===== config.mk =====
export PLATFORM = sky130hd
export DESIGN_NAME = midpoint_ellipse_rasterizer
export DESIGN_NICKNAME = d
export VERILOG_FILES = /design/src/hdl/mer_pkg.sv /design/src/hdl/mer_datapath.sv /design/src/hdl/mer_ctrl.sv /design/src/hdl/midpoint_ellipse_rasterizer.sv
export SDC_FILE = /design/constraint.sdc
export NUM_CORES = 2
export LEC_CHECK = 0
export BUFFER_PORTS_ARGS = -buffer_cell sky130_fd_sc_hd__buf_2
export CORE_ASPECT_RATIO = 0.7
export CORE_MARGIN = 2
export CORE_UTILIZATION = 50
export DETAILED_ROUTE_END_ITERATION = 6
export GPL_ROUTABILITY_DRIVEN = 0
export GPL_TIMING_DRIVEN = 0
export PLACE_DENSITY = 0.7
export SLEW_MARGIN = 40
export SYNTH_ARGS = -nofsm -noshare
export SYNTH_HDL_FRONTEND = slang
export SYNTH_HIERARCHICAL = 1
export SYNTH_SLANG_ARGS = --single-unit

===== constraint.sdc =====
create_clock -name clock -period 14.6 [get_ports clock]
set_input_delay 1.46 -clock clock [delete_from_list [all_inputs] [get_ports clock]]
set_output_delay 1.46 -clock clock [all_outputs]
set_load 0.1 [all_outputs]

===== src/hdl/mer_pkg.sv =====
`timescale 1ns / 1ps

package mer_pkg;

   localparam int COORD_BITS = 12;
   localparam int AXIS_BITS  = COORD_BITS - 1;
   localparam int SQ_BITS    = 2 * AXIS_BITS;
   localparam int OPND_BITS  = 2 * COORD_BITS + 2;
   localparam int PROD_BITS  = 2 * OPND_BITS;
   localparam int DEC_BITS   = PROD_BITS + 4;
   localparam int RGB_BITS   = 24;

   localparam logic MODE_START = 1'b0;
   localparam logic MODE_STEP  = 1'b1;

   // multiplier operand selection
   localparam logic [3:0] MUL_NONE = 4'd0;
   localparam logic [3:0] MUL_AA   = 4'd1;
   localparam logic [3:0] MUL_BB   = 4'd2;
   localparam logic [3:0] MUL_INIT = 4'd3;
   localparam logic [3:0] MUL_B4   = 4'd4;
   localparam logic [3:0] MUL_T1   = 4'd5;
   localparam logic [3:0] MUL_T2   = 4'd6;
   localparam logic [3:0] MUL_R1P  = 4'd7;
   localparam logic [3:0] MUL_R1Q  = 4'd8;
   localparam logic [3:0] MUL_SQX  = 4'd9;
   localparam logic [3:0] MUL_SQY  = 4'd10;
   localparam logic [3:0] MUL_BSQ  = 4'd11;
   localparam logic [3:0] MUL_ASQ  = 4'd12;
   localparam logic [3:0] MUL_AB   = 4'd13;
   localparam logic [3:0] MUL_R2P  = 4'd14;
   localparam logic [3:0] MUL_R2Q  = 4'd15;

   // what to do with the registered product
   localparam logic [3:0] ACC_NONE     = 4'd0;
   localparam logic [3:0] ACC_LDA      = 4'd1;
   localparam logic [3:0] ACC_LDB      = 4'd2;
   localparam logic [3:0] ACC_S_LD     = 4'd3;
   localparam logic [3:0] ACC_S_ADD4   = 4'd4;
   localparam logic [3:0] ACC_CMP      = 4'd5;
   localparam logic [3:0] ACC_SQ       = 4'd6;
   localparam logic [3:0] ACC_D_SP     = 4'd7;
   localparam logic [3:0] ACC_D_ADD4P  = 4'd8;
   localparam logic [3:0] ACC_D_ADD4SP = 4'd9;
   localparam logic [3:0] ACC_D_SSUB4P = 4'd10;

   localparam logic [2:0] PIX_TOP = 3'd0;
   localparam logic [2:0] PIX_PP  = 3'd1;
   localparam logic [2:0] PIX_PM  = 3'd2;
   localparam logic [2:0] PIX_MP  = 3'd3;
   localparam logic [2:0] PIX_MM  = 3'd4;

   typedef struct packed {
      logic                  mode;
      logic [COORD_BITS-1:0] corner_ax;
      logic [COORD_BITS-1:0] corner_ay;
      logic [COORD_BITS-1:0] corner_bx;
      logic [COORD_BITS-1:0] corner_by;
   } req_type;

   typedef struct packed {
      logic [COORD_BITS-1:0] pixel_x;
      logic [COORD_BITS-1:0] pixel_y;
      logic [RGB_BITS-1:0]   pixel_rgb;
      logic                  last_of_run;
      logic                  finished;
   } rsp_type;

   typedef struct packed {
      logic       load_item;
      logic [3:0] mul_op;
      logic [3:0] acc_op;
      logic       inc_x;
      logic       dec_y;
      logic       set_r2;
      logic       clr_active;
      logic       emit;
      logic [2:0] pix_sel;
      logic       last;
   } cmd_type;

   typedef struct packed {
      logic item_mode;
      logic active;
      logic region_two;
      logic test_lt;
      logic dec_neg;
      logic y_zero;
      logic out_free;
   } sts_type;

endpackage


===== src/hdl/mer_datapath.sv =====
`timescale 1ns / 1ps

module mer_datapath (
   input  logic                          clock,
   input  logic                          reset,
   input  mer_pkg::cmd_type              cmd,
   output mer_pkg::sts_type              sts,
   input  mer_pkg::req_type              req_data,
   input  logic                          csr_wr_en,
   input  logic [mer_pkg::RGB_BITS-1:0]  csr_wr_data,
   output logic                          rsp_valid,
   input  logic                          rsp_ready,
   output mer_pkg::rsp_type              rsp_data
);

   localparam int CW  = mer_pkg::COORD_BITS;
   localparam int AW  = mer_pkg::AXIS_BITS;
   localparam int SQW = mer_pkg::SQ_BITS;
   localparam int OW  = mer_pkg::OPND_BITS;
   localparam int PW  = mer_pkg::PROD_BITS;
   localparam int DW  = mer_pkg::DEC_BITS;

   localparam logic signed [OW-1:0] K0 = OW'(0);
   localparam logic signed [OW-1:0] K1 = OW'(1);
   localparam logic signed [OW-1:0] K2 = OW'(2);
   localparam logic signed [OW-1:0] K3 = OW'(3);
   localparam logic signed [OW-1:0] K4 = OW'(4);

   logic [mer_pkg::RGB_BITS-1:0] color_ff;
   logic [CW-1:0]  cx_ff, cx_in, cy_ff, cy_in;
   logic [AW-1:0]  a_ff, a_in, b_ff, b_in;
   logic [SQW-1:0] asq_ff, asq_in, bsq_ff, bsq_in;
   logic [CW-1:0]  x_ff, x_in, y_ff, y_in;
   logic signed [DW-1:0] d_ff, d_in, s_ff, s_in;
   logic signed [OW-1:0] sq_ff, sq_in;
   logic signed [PW-1:0] prod_ff, prod_in;
   logic lt_ff, lt_in;
   logic active_ff, active_in;
   logic r2_ff, r2_in;
   logic rsp_valid_ff;
   mer_pkg::rsp_type rsp_data_ff, rsp_data_in;

   // start geometry
   logic [CW:0]   sum_x, sum_y;
   logic [CW-1:0] dx, dy;
   logic [AW-1:0] a_new, b_new;

   assign sum_x = {1'b0, req_data.corner_ax} + {1'b0, req_data.corner_bx};
   assign sum_y = {1'b0, req_data.corner_ay} + {1'b0, req_data.corner_by};
   assign dx = (req_data.corner_ax > req_data.corner_bx) ?
               req_data.corner_ax - req_data.corner_bx :
               req_data.corner_bx - req_data.corner_ax;
   assign dy = (req_data.corner_ay > req_data.corner_by) ?
               req_data.corner_ay - req_data.corner_by :
               req_data.corner_by - req_data.corner_ay;
   assign a_new = dx[CW-1:1];
   assign b_new = dy[CW-1:1];

   // shared multiplier operands
   logic signed [OW-1:0] xe, ye, ae, be, ase, bse, two_x, two_y, opa, opb;
   assign xe  = signed'({{(OW-CW){1'b0}}, x_ff});
   assign ye  = signed'({{(OW-CW){1'b0}}, y_ff});
   assign ae  = signed'({{(OW-AW){1'b0}}, a_ff});
   assign be  = signed'({{(OW-AW){1'b0}}, b_ff});
   assign ase = signed'({{(OW-SQW){1'b0}}, asq_ff});
   assign bse = signed'({{(OW-SQW){1'b0}}, bsq_ff});
   assign two_x = xe <<< 1;
   assign two_y = ye <<< 1;

   always_comb begin
      opa = K0;
      opb = K0;
      case (cmd.mul_op)
         mer_pkg::MUL_AA: begin
            opa = ae;  opb = ae;
         end
         mer_pkg::MUL_BB: begin
            opa = be;  opb = be;
         end
         mer_pkg::MUL_INIT: begin
            opa = ase; opb = K1 - (be <<< 2);
         end
         mer_pkg::MUL_B4: begin
            opa = bse; opb = K4;
         end
         mer_pkg::MUL_T1: begin
            opa = bse; opb = two_x + K2;
         end
         mer_pkg::MUL_T2: begin
            opa = ase; opb = two_y - K1;
         end
         mer_pkg::MUL_R1P: begin
            opa = bse; opb = two_x + K3;
         end
         mer_pkg::MUL_R1Q: begin
            opa = ase; opb = K2 - two_y;
         end
         mer_pkg::MUL_SQX: begin
            opa = two_x + K1; opb = two_x + K1;
         end
         mer_pkg::MUL_SQY: begin
            opa = ye - K1; opb = ye - K1;
         end
         mer_pkg::MUL_BSQ: begin
            opa = bse; opb = sq_ff;
         end
         mer_pkg::MUL_ASQ: begin
            opa = ase; opb = sq_ff;
         end
         mer_pkg::MUL_AB: begin
            opa = ase; opb = bse;
         end
         mer_pkg::MUL_R2P: begin
            opa = bse; opb = two_x + K2;
         end
         mer_pkg::MUL_R2Q: begin
            opa = ase; opb = K3 - two_y;
         end
         default: begin
            opa = K0;  opb = K0;
         end
      endcase
   end

   assign prod_in = opa * opb;

   logic signed [DW-1:0] prod_x;
   assign prod_x = signed'({{(DW-PW){prod_ff[PW-1]}}, prod_ff});

   always_comb begin
      cx_in     = cx_ff;
      cy_in     = cy_ff;
      a_in      = a_ff;
      b_in      = b_ff;
      asq_in    = asq_ff;
      bsq_in    = bsq_ff;
      x_in      = x_ff;
      y_in      = y_ff;
      d_in      = d_ff;
      s_in      = s_ff;
      sq_in     = sq_ff;
      lt_in     = lt_ff;
      active_in = active_ff;
      r2_in     = r2_ff;

      if (cmd.load_item && req_data.mode == mer_pkg::MODE_START) begin
         cx_in     = sum_x[CW:1];
         cy_in     = sum_y[CW:1];
         a_in      = a_new;
         b_in      = b_new;
         x_in      = '0;
         y_in      = {{(CW-AW){1'b0}}, b_new};
         r2_in     = 1'b0;
         active_in = (b_new != '0);
      end

      case (cmd.acc_op)
         mer_pkg::ACC_LDA:      asq_in = prod_ff[SQW-1:0];
         mer_pkg::ACC_LDB:      bsq_in = prod_ff[SQW-1:0];
         mer_pkg::ACC_S_LD:     s_in   = prod_x;
         mer_pkg::ACC_S_ADD4:   s_in   = s_ff + (prod_x <<< 2);
         mer_pkg::ACC_CMP:      lt_in  = (s_ff < prod_x);
         mer_pkg::ACC_SQ:       sq_in  = prod_ff[OW-1:0];
         mer_pkg::ACC_D_SP:     d_in   = s_ff + prod_x;
         mer_pkg::ACC_D_ADD4P:  d_in   = d_ff + (prod_x <<< 2);
         mer_pkg::ACC_D_ADD4SP: d_in   = d_ff + ((s_ff + prod_x) <<< 2);
         mer_pkg::ACC_D_SSUB4P: d_in   = s_ff - (prod_x <<< 2);
         default: ;
      endcase

      if (cmd.inc_x) begin
         x_in = x_ff + CW'(1);
      end
      if (cmd.dec_y) begin
         y_in = y_ff - CW'(1);
         // the step that reaches the axis closes the outline
         if (y_ff == CW'(1)) begin
            active_in = 1'b0;
         end
      end
      if (cmd.set_r2) begin
         r2_in = 1'b1;
      end
      if (cmd.clr_active) begin
         active_in = 1'b0;
      end
   end

   // pixel selection for the output register
   always_comb begin
      rsp_data_in.pixel_rgb   = color_ff;
      rsp_data_in.last_of_run = cmd.last;
      rsp_data_in.finished    = (y_ff == '0);
      case (cmd.pix_sel)
         mer_pkg::PIX_PP: begin
            rsp_data_in.pixel_x = cx_ff + x_ff;
            rsp_data_in.pixel_y = cy_ff + y_ff;
         end
         mer_pkg::PIX_PM: begin
            rsp_data_in.pixel_x = cx_ff + x_ff;
            rsp_data_in.pixel_y = cy_ff - y_ff;
         end
         mer_pkg::PIX_MP: begin
            rsp_data_in.pixel_x = cx_ff - x_ff;
            rsp_data_in.pixel_y = cy_ff + y_ff;
         end
         mer_pkg::PIX_MM: begin
            rsp_data_in.pixel_x = cx_ff - x_ff;
            rsp_data_in.pixel_y = cy_ff - y_ff;
         end
         default: begin
            rsp_data_in.pixel_x  = cx_ff;
            rsp_data_in.pixel_y  = cy_ff + {{(CW-AW){1'b0}}, b_ff};
            rsp_data_in.finished = (b_ff == '0);
         end
      endcase
   end

   always_ff @(posedge clock) begin
      if (reset) begin
         color_ff     <= '0;
         active_ff    <= 1'b0;
         r2_ff        <= 1'b0;
         rsp_valid_ff <= 1'b0;
      end else begin
         if (csr_wr_en) begin
            color_ff <= csr_wr_data;
         end
         active_ff <= active_in;
         r2_ff     <= r2_in;
         if (cmd.emit) begin
            rsp_valid_ff <= 1'b1;
         end else if (rsp_ready) begin
            rsp_valid_ff <= 1'b0;
         end
      end
   end

   always_ff @(posedge clock) begin
      cx_ff   <= cx_in;
      cy_ff   <= cy_in;
      a_ff    <= a_in;
      b_ff    <= b_in;
      asq_ff  <= asq_in;
      bsq_ff  <= bsq_in;
      x_ff    <= x_in;
      y_ff    <= y_in;
      d_ff    <= d_in;
      s_ff    <= s_in;
      sq_ff   <= sq_in;
      lt_ff   <= lt_in;
      prod_ff <= prod_in;
      if (cmd.emit) begin
         rsp_data_ff <= rsp_data_in;
      end
   end

   assign rsp_valid = rsp_valid_ff;
   assign rsp_data  = rsp_data_ff;

   assign sts.item_mode  = req_data.mode;
   assign sts.active     = active_ff;
   assign sts.region_two = r2_ff;
   assign sts.test_lt    = lt_ff;
   assign sts.dec_neg    = d_ff[DW-1];
   assign sts.y_zero     = (y_ff == '0);
   assign sts.out_free   = !rsp_valid_ff || rsp_ready;

endmodule


===== src/hdl/mer_ctrl.sv =====
`timescale 1ns / 1ps

module mer_ctrl (
   input  logic             clock,
   input  logic             reset,
   input  logic             req_valid,
   output logic             req_ready,
   input  mer_pkg::sts_type sts,
   output mer_pkg::cmd_type cmd
);

   localparam logic [4:0] S_IDLE  = 5'd0;
   localparam logic [4:0] S_ST1   = 5'd1;
   localparam logic [4:0] S_ST2   = 5'd2;
   localparam logic [4:0] S_ST3   = 5'd3;
   localparam logic [4:0] S_ST4   = 5'd4;
   localparam logic [4:0] S_ST5   = 5'd5;
   localparam logic [4:0] S_ETOP  = 5'd6;
   localparam logic [4:0] S_R1_0  = 5'd7;
   localparam logic [4:0] S_R1_1  = 5'd8;
   localparam logic [4:0] S_R1_2  = 5'd9;
   localparam logic [4:0] S_R1_3  = 5'd10;
   localparam logic [4:0] S_R1_N  = 5'd11;
   localparam logic [4:0] S_R1_Y  = 5'd12;
   localparam logic [4:0] S_R1_Y2 = 5'd13;
   localparam logic [4:0] S_R2I_0 = 5'd14;
   localparam logic [4:0] S_R2I_1 = 5'd15;
   localparam logic [4:0] S_R2I_2 = 5'd16;
   localparam logic [4:0] S_R2I_3 = 5'd17;
   localparam logic [4:0] S_R2I_4 = 5'd18;
   localparam logic [4:0] S_R2I_5 = 5'd19;
   localparam logic [4:0] S_R2I_6 = 5'd20;
   localparam logic [4:0] S_R2I_7 = 5'd21;
   localparam logic [4:0] S_R2_0  = 5'd22;
   localparam logic [4:0] S_R2_Y  = 5'd23;
   localparam logic [4:0] S_R2_N  = 5'd24;
   localparam logic [4:0] S_R2_N2 = 5'd25;
   localparam logic [4:0] S_EM0   = 5'd26;
   localparam logic [4:0] S_EM1   = 5'd27;
   localparam logic [4:0] S_EM2   = 5'd28;
   localparam logic [4:0] S_EM3   = 5'd29;

   logic [4:0] st_ff, st_in;

   always_comb begin
      st_in     = st_ff;
      cmd       = '0;
      req_ready = 1'b0;
      case (st_ff)
         S_IDLE: begin
            req_ready = 1'b1;
            if (req_valid) begin
               cmd.load_item = 1'b1;
               if (sts.item_mode == mer_pkg::MODE_START) begin
                  st_in = S_ST1;
               end else if (!sts.active) begin
                  st_in = S_IDLE;
               end else if (sts.region_two) begin
                  st_in = S_R2_0;
               end else begin
                  st_in = S_R1_0;
               end
            end
         end
         // start: a^2, b^2, d = 4b^2 + a^2(1-4b)
         S_ST1: begin
            cmd.mul_op = mer_pkg::MUL_AA;
            st_in = S_ST2;
         end
         S_ST2: begin
            cmd.acc_op = mer_pkg::ACC_LDA;
            cmd.mul_op = mer_pkg::MUL_BB;
            st_in = S_ST3;
         end
         S_ST3: begin
            cmd.acc_op = mer_pkg::ACC_LDB;
            cmd.mul_op = mer_pkg::MUL_INIT;
            st_in = S_ST4;
         end
         S_ST4: begin
            cmd.acc_op = mer_pkg::ACC_S_LD;
            cmd.mul_op = mer_pkg::MUL_B4;
            st_in = S_ST5;
         end
         S_ST5: begin
            cmd.acc_op = mer_pkg::ACC_D_SP;
            st_in = S_ETOP;
         end
         S_ETOP: begin
            if (sts.out_free) begin
               cmd.emit    = 1'b1;
               cmd.pix_sel = mer_pkg::PIX_TOP;
               cmd.last    = 1'b1;
               st_in = S_IDLE;
            end
         end
         // region one: test 2b^2(x+1) < a^2(2y-1)
         S_R1_0: begin
            cmd.mul_op = mer_pkg::MUL_T1;
            st_in = S_R1_1;
         end
         S_R1_1: begin
            cmd.acc_op = mer_pkg::ACC_S_LD;
            cmd.mul_op = mer_pkg::MUL_T2;
            st_in = S_R1_2;
         end
         S_R1_2: begin
            cmd.acc_op = mer_pkg::ACC_CMP;
            st_in = S_R1_3;
         end
         S_R1_3: begin
            if (sts.test_lt) begin
               cmd.mul_op = mer_pkg::MUL_R1P;
               st_in = sts.dec_neg ? S_R1_N : S_R1_Y;
            end else begin
               cmd.set_r2 = 1'b1;
               st_in = S_R2I_0;
            end
         end
         S_R1_N: begin
            cmd.acc_op = mer_pkg::ACC_D_ADD4P;
            cmd.inc_x  = 1'b1;
            st_in = S_EM0;
         end
         S_R1_Y: begin
            cmd.acc_op = mer_pkg::ACC_S_LD;
            cmd.mul_op = mer_pkg::MUL_R1Q;
            st_in = S_R1_Y2;
         end
         S_R1_Y2: begin
            cmd.acc_op = mer_pkg::ACC_D_ADD4SP;
            cmd.inc_x  = 1'b1;
            cmd.dec_y  = 1'b1;
            st_in = S_EM0;
         end
         // region two seed: b^2(2x+1)^2 + 4a^2(y-1)^2 - 4a^2b^2
         S_R2I_0: begin
            cmd.mul_op = mer_pkg::MUL_SQX;
            st_in = S_R2I_1;
         end
         S_R2I_1: begin
            cmd.acc_op = mer_pkg::ACC_SQ;
            st_in = S_R2I_2;
         end
         S_R2I_2: begin
            cmd.mul_op = mer_pkg::MUL_BSQ;
            st_in = S_R2I_3;
         end
         S_R2I_3: begin
            cmd.acc_op = mer_pkg::ACC_S_LD;
            cmd.mul_op = mer_pkg::MUL_SQY;
            st_in = S_R2I_4;
         end
         S_R2I_4: begin
            cmd.acc_op = mer_pkg::ACC_SQ;
            st_in = S_R2I_5;
         end
         S_R2I_5: begin
            cmd.mul_op = mer_pkg::MUL_ASQ;
            st_in = S_R2I_6;
         end
         S_R2I_6: begin
            cmd.acc_op = mer_pkg::ACC_S_ADD4;
            cmd.mul_op = mer_pkg::MUL_AB;
            st_in = S_R2I_7;
         end
         S_R2I_7: begin
            cmd.acc_op = mer_pkg::ACC_D_SSUB4P;
            st_in = S_R2_0;
         end
         S_R2_0: begin
            if (sts.y_zero) begin
               cmd.clr_active = 1'b1;
               st_in = S_IDLE;
            end else begin
               cmd.mul_op = mer_pkg::MUL_R2Q;
               st_in = sts.dec_neg ? S_R2_N : S_R2_Y;
            end
         end
         S_R2_Y: begin
            cmd.acc_op = mer_pkg::ACC_D_ADD4P;
            cmd.dec_y  = 1'b1;
            st_in = S_EM0;
         end
         S_R2_N: begin
            cmd.acc_op = mer_pkg::ACC_S_LD;
            cmd.mul_op = mer_pkg::MUL_R2P;
            st_in = S_R2_N2;
         end
         S_R2_N2: begin
            cmd.acc_op = mer_pkg::ACC_D_ADD4SP;
            cmd.inc_x  = 1'b1;
            cmd.dec_y  = 1'b1;
            st_in = S_EM0;
         end
         S_EM0: begin
            if (sts.out_free) begin
               cmd.emit    = 1'b1;
               cmd.pix_sel = mer_pkg::PIX_PP;
               st_in = S_EM1;
            end
         end
         S_EM1: begin
            if (sts.out_free) begin
               cmd.emit    = 1'b1;
               cmd.pix_sel = mer_pkg::PIX_PM;
               st_in = S_EM2;
            end
         end
         S_EM2: begin
            if (sts.out_free) begin
               cmd.emit    = 1'b1;
               cmd.pix_sel = mer_pkg::PIX_MP;
               st_in = S_EM3;
            end
         end
         S_EM3: begin
            if (sts.out_free) begin
               cmd.emit    = 1'b1;
               cmd.pix_sel = mer_pkg::PIX_MM;
               cmd.last    = 1'b1;
               st_in = S_IDLE;
            end
         end
         default: begin
            st_in = S_IDLE;
         end
      endcase
   end

   always_ff @(posedge clock) begin
      if (reset) begin
         st_ff <= S_IDLE;
      end else begin
         st_ff <= st_in;
      end
   end

endmodule


===== src/hdl/midpoint_ellipse_rasterizer.sv =====
// Channel  Direction  Handshake             Payload
// req      in         req_valid/req_ready   req_data   (mer_pkg::req_type)
// rsp      out        rsp_valid/rsp_ready   rsp_data   (mer_pkg::rsp_type)
// csr      in         csr_wr_en             csr_wr_data (pixel color)
//
// One item at a time through a single shared 26x26 multiplier with a registered
// product; its sequence of dependent products sets the cycle count.
// Synchronous active-high reset clears the sequencer, active/region flags,
// output valid and the color register. A stalled rsp holds the sequencer.
`timescale 1ns / 1ps

module midpoint_ellipse_rasterizer (
   input  logic                         clock,
   input  logic                         reset,
   input  logic                         req_valid,
   output logic                         req_ready,
   input  mer_pkg::req_type             req_data,
   output logic                         rsp_valid,
   input  logic                         rsp_ready,
   output mer_pkg::rsp_type             rsp_data,
   input  logic                         csr_wr_en,
   input  logic [mer_pkg::RGB_BITS-1:0] csr_wr_data
);

   mer_pkg::cmd_type cmd;
   mer_pkg::sts_type sts;

   mer_ctrl u_ctrl (
      .clock     (clock),
      .reset     (reset),
      .req_valid (req_valid),
      .req_ready (req_ready),
      .sts       (sts),
      .cmd       (cmd)
   );

   mer_datapath u_datapath (
      .clock       (clock),
      .reset       (reset),
      .cmd         (cmd),
      .sts         (sts),
      .req_data    (req_data),
      .csr_wr_en   (csr_wr_en),
      .csr_wr_data (csr_wr_data),
      .rsp_valid   (rsp_valid),
      .rsp_ready   (rsp_ready),
      .rsp_data    (rsp_data)
   );

endmodule


Word-level counts from Yosys, hierarchy flattened
Index checks and enable logic that the tools add are counted.
- shift-type cells: 0
- add/sub/neg operators: 26
- muxes and demuxes: 52
- eq/ne operators: 64
- reduce and logical (&&, ||, !) cells: 28
- multiply operators: 1
- bitwise operators: 1
- magnitude comparators: 3
- divide/modulo/power cells: 0
- operators by type and width (kind ; count):
    26-bit one-hot mux with 13 select lines ; 1
    56-bit one-hot mux with 4 select lines ; 1
    26-bit one-hot mux with 6 select lines ; 1
    5-bit one-hot mux with 26 select lines ; 1
    56-bit by 54-bit adder with 56-bit output ; 2
    56-bit one-hot mux with 2 select lines ; 1
    24-bit one-hot mux with 4 select lines ; 1
    12-bit two-way mux ; 6
    12-bit subtractor ; 6
    5-bit == test (second input constant) ; 14
    5-bit two-way mux ; 12
    4-bit one-hot mux with 15 select lines ; 1
    56-bit by 52-bit adder with 56-bit output ; 1
    56-bit adder ; 1
    56-bit by 52-bit < comparator with 1-bit output ; 1
    56-bit by 54-bit subtractor with 56-bit output ; 1
    26-bit by 26-bit multiplier with 52-bit output ; 1
    4-bit == test (second input constant) ; 11
    5-bit by 4-bit == test with 1-bit output (second input constant) ; 8
    4-bit one-hot mux with 10 select lines ; 1
    4-bit by 3-bit == test with 1-bit output (second input constant) ; 8
    13-bit by 2-bit adder with 14-bit output (second input constant) ; 2
    2-bit by 13-bit subtractor with 14-bit output (first input constant) ; 2
    12-bit by 12-bit adder with 13-bit output ; 2
    41 further kinds ; 89
- bits in latches: 0
- word-level logic and storage cells: 198
- bits in read-only memories: 0
- memories: 0
- input port bits: 78
- register bits after elaboration: 387
- bits in writable memories: 0
- output and inout port bits: 52

Depth between registers and ports, before layout
- depth after elaboration: 7
- mapped depth: 47
- mapped depth without buffers: 43

Hierarchy
The synthesis kept the hierarchy.
- by module, submodules not included (module ; area an instance (um2) ; cells an instance ; sequential area each (um2) ; instances):
    mer_datapath ; 57043.5 ; 6553 ; 10620.2 ; 1
    mer_ctrl ; 1002.2 ; 153 ; 100.1 ; 1

Worst setup path before layout
No wires, ideal clock.
- kind: reg-to-reg
- start: reg u_datapath.y_ff[1]
- end: reg u_datapath.prod_ff[51]
- clock period less this slack: 10203 ps
- setup slack: 4397 ps
- data required time: 14484 ps
- path buffers: 6
- cell stages (with the launch flop): 42
- arrival: 10087 ps
- setup time: 116 ps
- cell sequence: edfxtp_1 > inv_1 > ha_1 > nand3_1 > clkbuf_1 > inv_1 > nor2_1 > a21oi_1 > o21ai_0 > a22o_1 > clkbuf_1 > nor2b_1 > nand2_1 > nor2_1 > clkbuf_1 > buf_1 > clkbuf_1 > inv_1 > (+6 left out) > fa_1 > fa_1 > fa_1 > inv_1 > fa_1 > inv_1 > ha_1 > clkbuf_1 > nand2_1 > o21ai_0 > o211ai_1 > or3_1 > o2111a_1 > nor2_1 > o311ai_0 > o21ai_0 > o41ai_1 > a31o_2
- RTL lines (item ; RTL line ; source):
    from (decl) ; mer_datapath.sv:33 ; logic [CW-1:0] x_ff, x_in, y_ff, y_in;
    from (signal assigned) ; mer_datapath.sv:247 ; y_ff <= y_in;
    to (signal assigned) ; mer_datapath.sv:252 ; prod_ff <= prod_in;
    to (decl) ; mer_datapath.sv:36 ; logic signed [PW-1:0] prod_ff, prod_in;

==> results.toml <==
[detailed_routing]
dr.pass1.iters = 6
drc = 0
dr_total_vias = 51620
first_iter_violations = 7169
ant_nets = 0
routed_wl_mm = 195.4
routedWlPerCell_um = 23.00
routed_via_density = 6.078

[global_routing]
grt_max_degree = 30
grt.total_usage_pct = 32.54
grt_pass1_wl_mm = 298.6
grt_pass1_vias = 49350
antenna_found_initial = 5
grt.overflow.total = 0

[logic_synthesis]
ys_ff_latch = 385
ys_seq_area_share_pct = 18.47
syn_area_sq_um = 58050
ys_warn_count = 6
synth.distinct_cells = 99
synth_top_area_cell = "fa_1"
synthTopCellsByArea = "fa_1, edfxtp_1, ha_1"
yosysTopAreaCellShare_pct = 23.07
syn_avg_cell_area_sq_um = 8.656
syn-num-nets = 7994
ys.flop_type = "edfxtp_1"
syn_inst = 6706
synth_edf_count = 301
async_reset_ff_share_pct = 0

[cts]
clock_path_buffers = 3
postCtsHoldBufs = 0
cts_made_buffers = 43
cts_resized = 0
post-cts-setup-buffers = 0
insertion_delay_ns = 0.62
clk_pin_slew_ns = 0.07
clock_sinks = 385
cts_tree = "yes"
cts_root_buf = "clkbuf_16"
cts-htree-levels = 2

[timing]
worst_slew_pin_slew_ns = 0.9944
finalCritPeriodShare_pct = 95.97
maxSlewViolCount = 0
finalSetupViolations = 0
fin_setup_tns_ns = 0
slew_headroom_pct = 33.71
fmax_mhz = 71.37
fin_hold_ws_ns = 0.4307
hold_viol = 0
rsz0062_at_grt = "no"
post-route-min-period_ns = 14.01
clock-skew-final_ns = 0.04684

[finish]
drive_gt1_share_pct = 5.809
postLayoutCoreUtil_pct = 54.68
fin_nets = 8209
areaGrowthSynthToFinish_pct = 8.370
nFillCells = 10510
mostFrequentLayoutCells = "inv_1, nand2_1, fa_1, ha_1, nor2_1"
final_common_cell = "inv_1"

[die]
die_w_um = 411.2
initial_core_util_pct = 50.46
core-area_sq_um = 115000
dieArea_sq_um = 118900
die_y_um = 289.1
rows = 104
pin_count = 130

[critical_path]
critPathMaxStageDelay_ns = 0.82
critical_path.endpoint = "u_datapath/prod_ff[48]$_DFF_P_"
crit_required_ns = 15.03
endpoint_kind = "flop"
cp-start-kind = "flop"
r2r_cells = 41
cp-startpoint = "u_datapath/y_ff[1]$_DFFE_PP_"
path_class = "reg -> reg"
rrSetupSlack_ns = 0.59
path_max_fanout = 10
crit-reg2reg-launch = "u_datapath/y_ff[1]$_DFFE_PP_"
crit_arrival_ns = 14.45
regToRegEndpoint = "u_datapath/prod_ff[48]$_DFF_P_"
critPathSlowestCell = "a221oi_4"

[run_status]
outcome = "completed"

[placement]
io_buffers = 128
hpwl_mm = 160.8

[worst_hold_path]
worstHoldStart = "u_datapath/color_ff[8]$_SDFFE_PP0P_"
hold_path.class = "reg -> reg"

[run]
cap_violations = 0
Yosys cell counts, drive strengths merged, types with 85 or more instances:
cell       n
nand2    703
clkbuf   288
o21bai    86
o21ai    329
fa       669
xnor2    266
nor2     528
a21oi    416
ha       541
inv     1026
edfxtp   301
xor2      85
a21o     112
metal layers:
layer	GRT usage, %	share of wire (%)	vias to the layer above
met5	0	0.014	-
met2	44.89	39	3314
met3	11.03	15	452
li1	-	-	22910
met1	47.83	42	24940
met4	9.634	3.6	4
stage by stage:
stage	worst slack, ns	std cells	cell area (sq um)
floorplan	4.397	6706	58050
global placement	0.1186	8371	60610
detailed placement	0.3075	8407	61320
CTS	0.2187	8486	62830
global route	0.07513	8493	62900
finish	0.5883	8493	62900
worst max-delay path, delay by kind of cell (launching register included):
| kind | cells | cell delay (ns) |
|---|---|---|
| flops | 1 | 0.51 |
| simple gates | 7 | 1.92 |
| compound gates | 11 | 3.36 |
| xor+xnor | 1 | 0.31 |
| buf+inv | 13 | 3.53 |
| fa+ha+maj | 9 | 4.16 |
worst min-delay path by stage:
stage	end	slack, ns	depth (start not counted)
floorplan	u_datapath/rsp_data[10]$_DFFE_PP_	0.41	0
global placement	u_datapath/rsp_data[17]$_DFFE_PP_	0.41	0
detailed placement	u_datapath/rsp_data[10]$_DFFE_PP_	0.42	0
CTS	u_datapath/rsp_data[18]$_DFFE_PP_	0.43	0
global route	u_datapath/rsp_data[3]$_DFFE_PP_	0.45	0
finish	u_datapath/rsp_data[10]$_DFFE_PP_	0.43	0
cell type report:
class                      instances  area, sq um  share of cell area [%]
antenna                            1        2.502                0.003978
clock inverter                    27        302.8                  0.4814
multi-input combinational       4958        42500                   67.57
clock buffer                      52         1214                   1.929
inverter                        1029         3865                   6.144
timing repair buffer             170         1037                   1.649
tap                             1537         1923                   3.057
buffer                           334         1338                   2.126
sequential                       385        10720                   17.04
cells by family (layout without fill, tap and decap cells):
| kind of cell | after synthesis | after routing | share of synthesized area, % |
|---|---|---|---|
| AO/OA/AOI/OAI | 1523 | 1523 | 17.35 |
| other | 0 | 1 | 0 |
| AND/OR/NAND/NOR | 1817 | 1817 | 14.21 |
| adder cells (fa/ha/maj) | 1210 | 1210 | 34.73 |
| buffers and inverters | 1363 | 1612 | 8.933 |
| XOR/XNOR | 351 | 351 | 5.296 |
| flip-flops | 385 | 385 | 18.47 |
| multiplexers | 57 | 57 | 1.000 |
sequential cells by signal (all words and copies together) (netlist names):
register              count
u_datapath/s_ff          56
u_datapath/d_ff          54
u_datapath/prod_ff       52
u_datapath/rsp_data      50
u_datapath/sq_ff         26
u_datapath/color_ff      24
u_datapath/asq_ff        22
u_datapath/bsq_ff        22
u_datapath/cx_ff         12
u_datapath/cy_ff         12
u_datapath/x_ff          12
u_datapath/y_ff          12
u_datapath/a_ff          11
u_datapath/b_ff          11
u_ctrl/st_ff              5
u_datapath/active_ff      1
u_datapath/lt_ff          1
u_datapath/r2_ff          1
u_datapath/rsp_valid      1
Power is left out: the tool's default activity adds up to more than one toggle a clock period on the data nets, which glitch-free logic cannot reach.
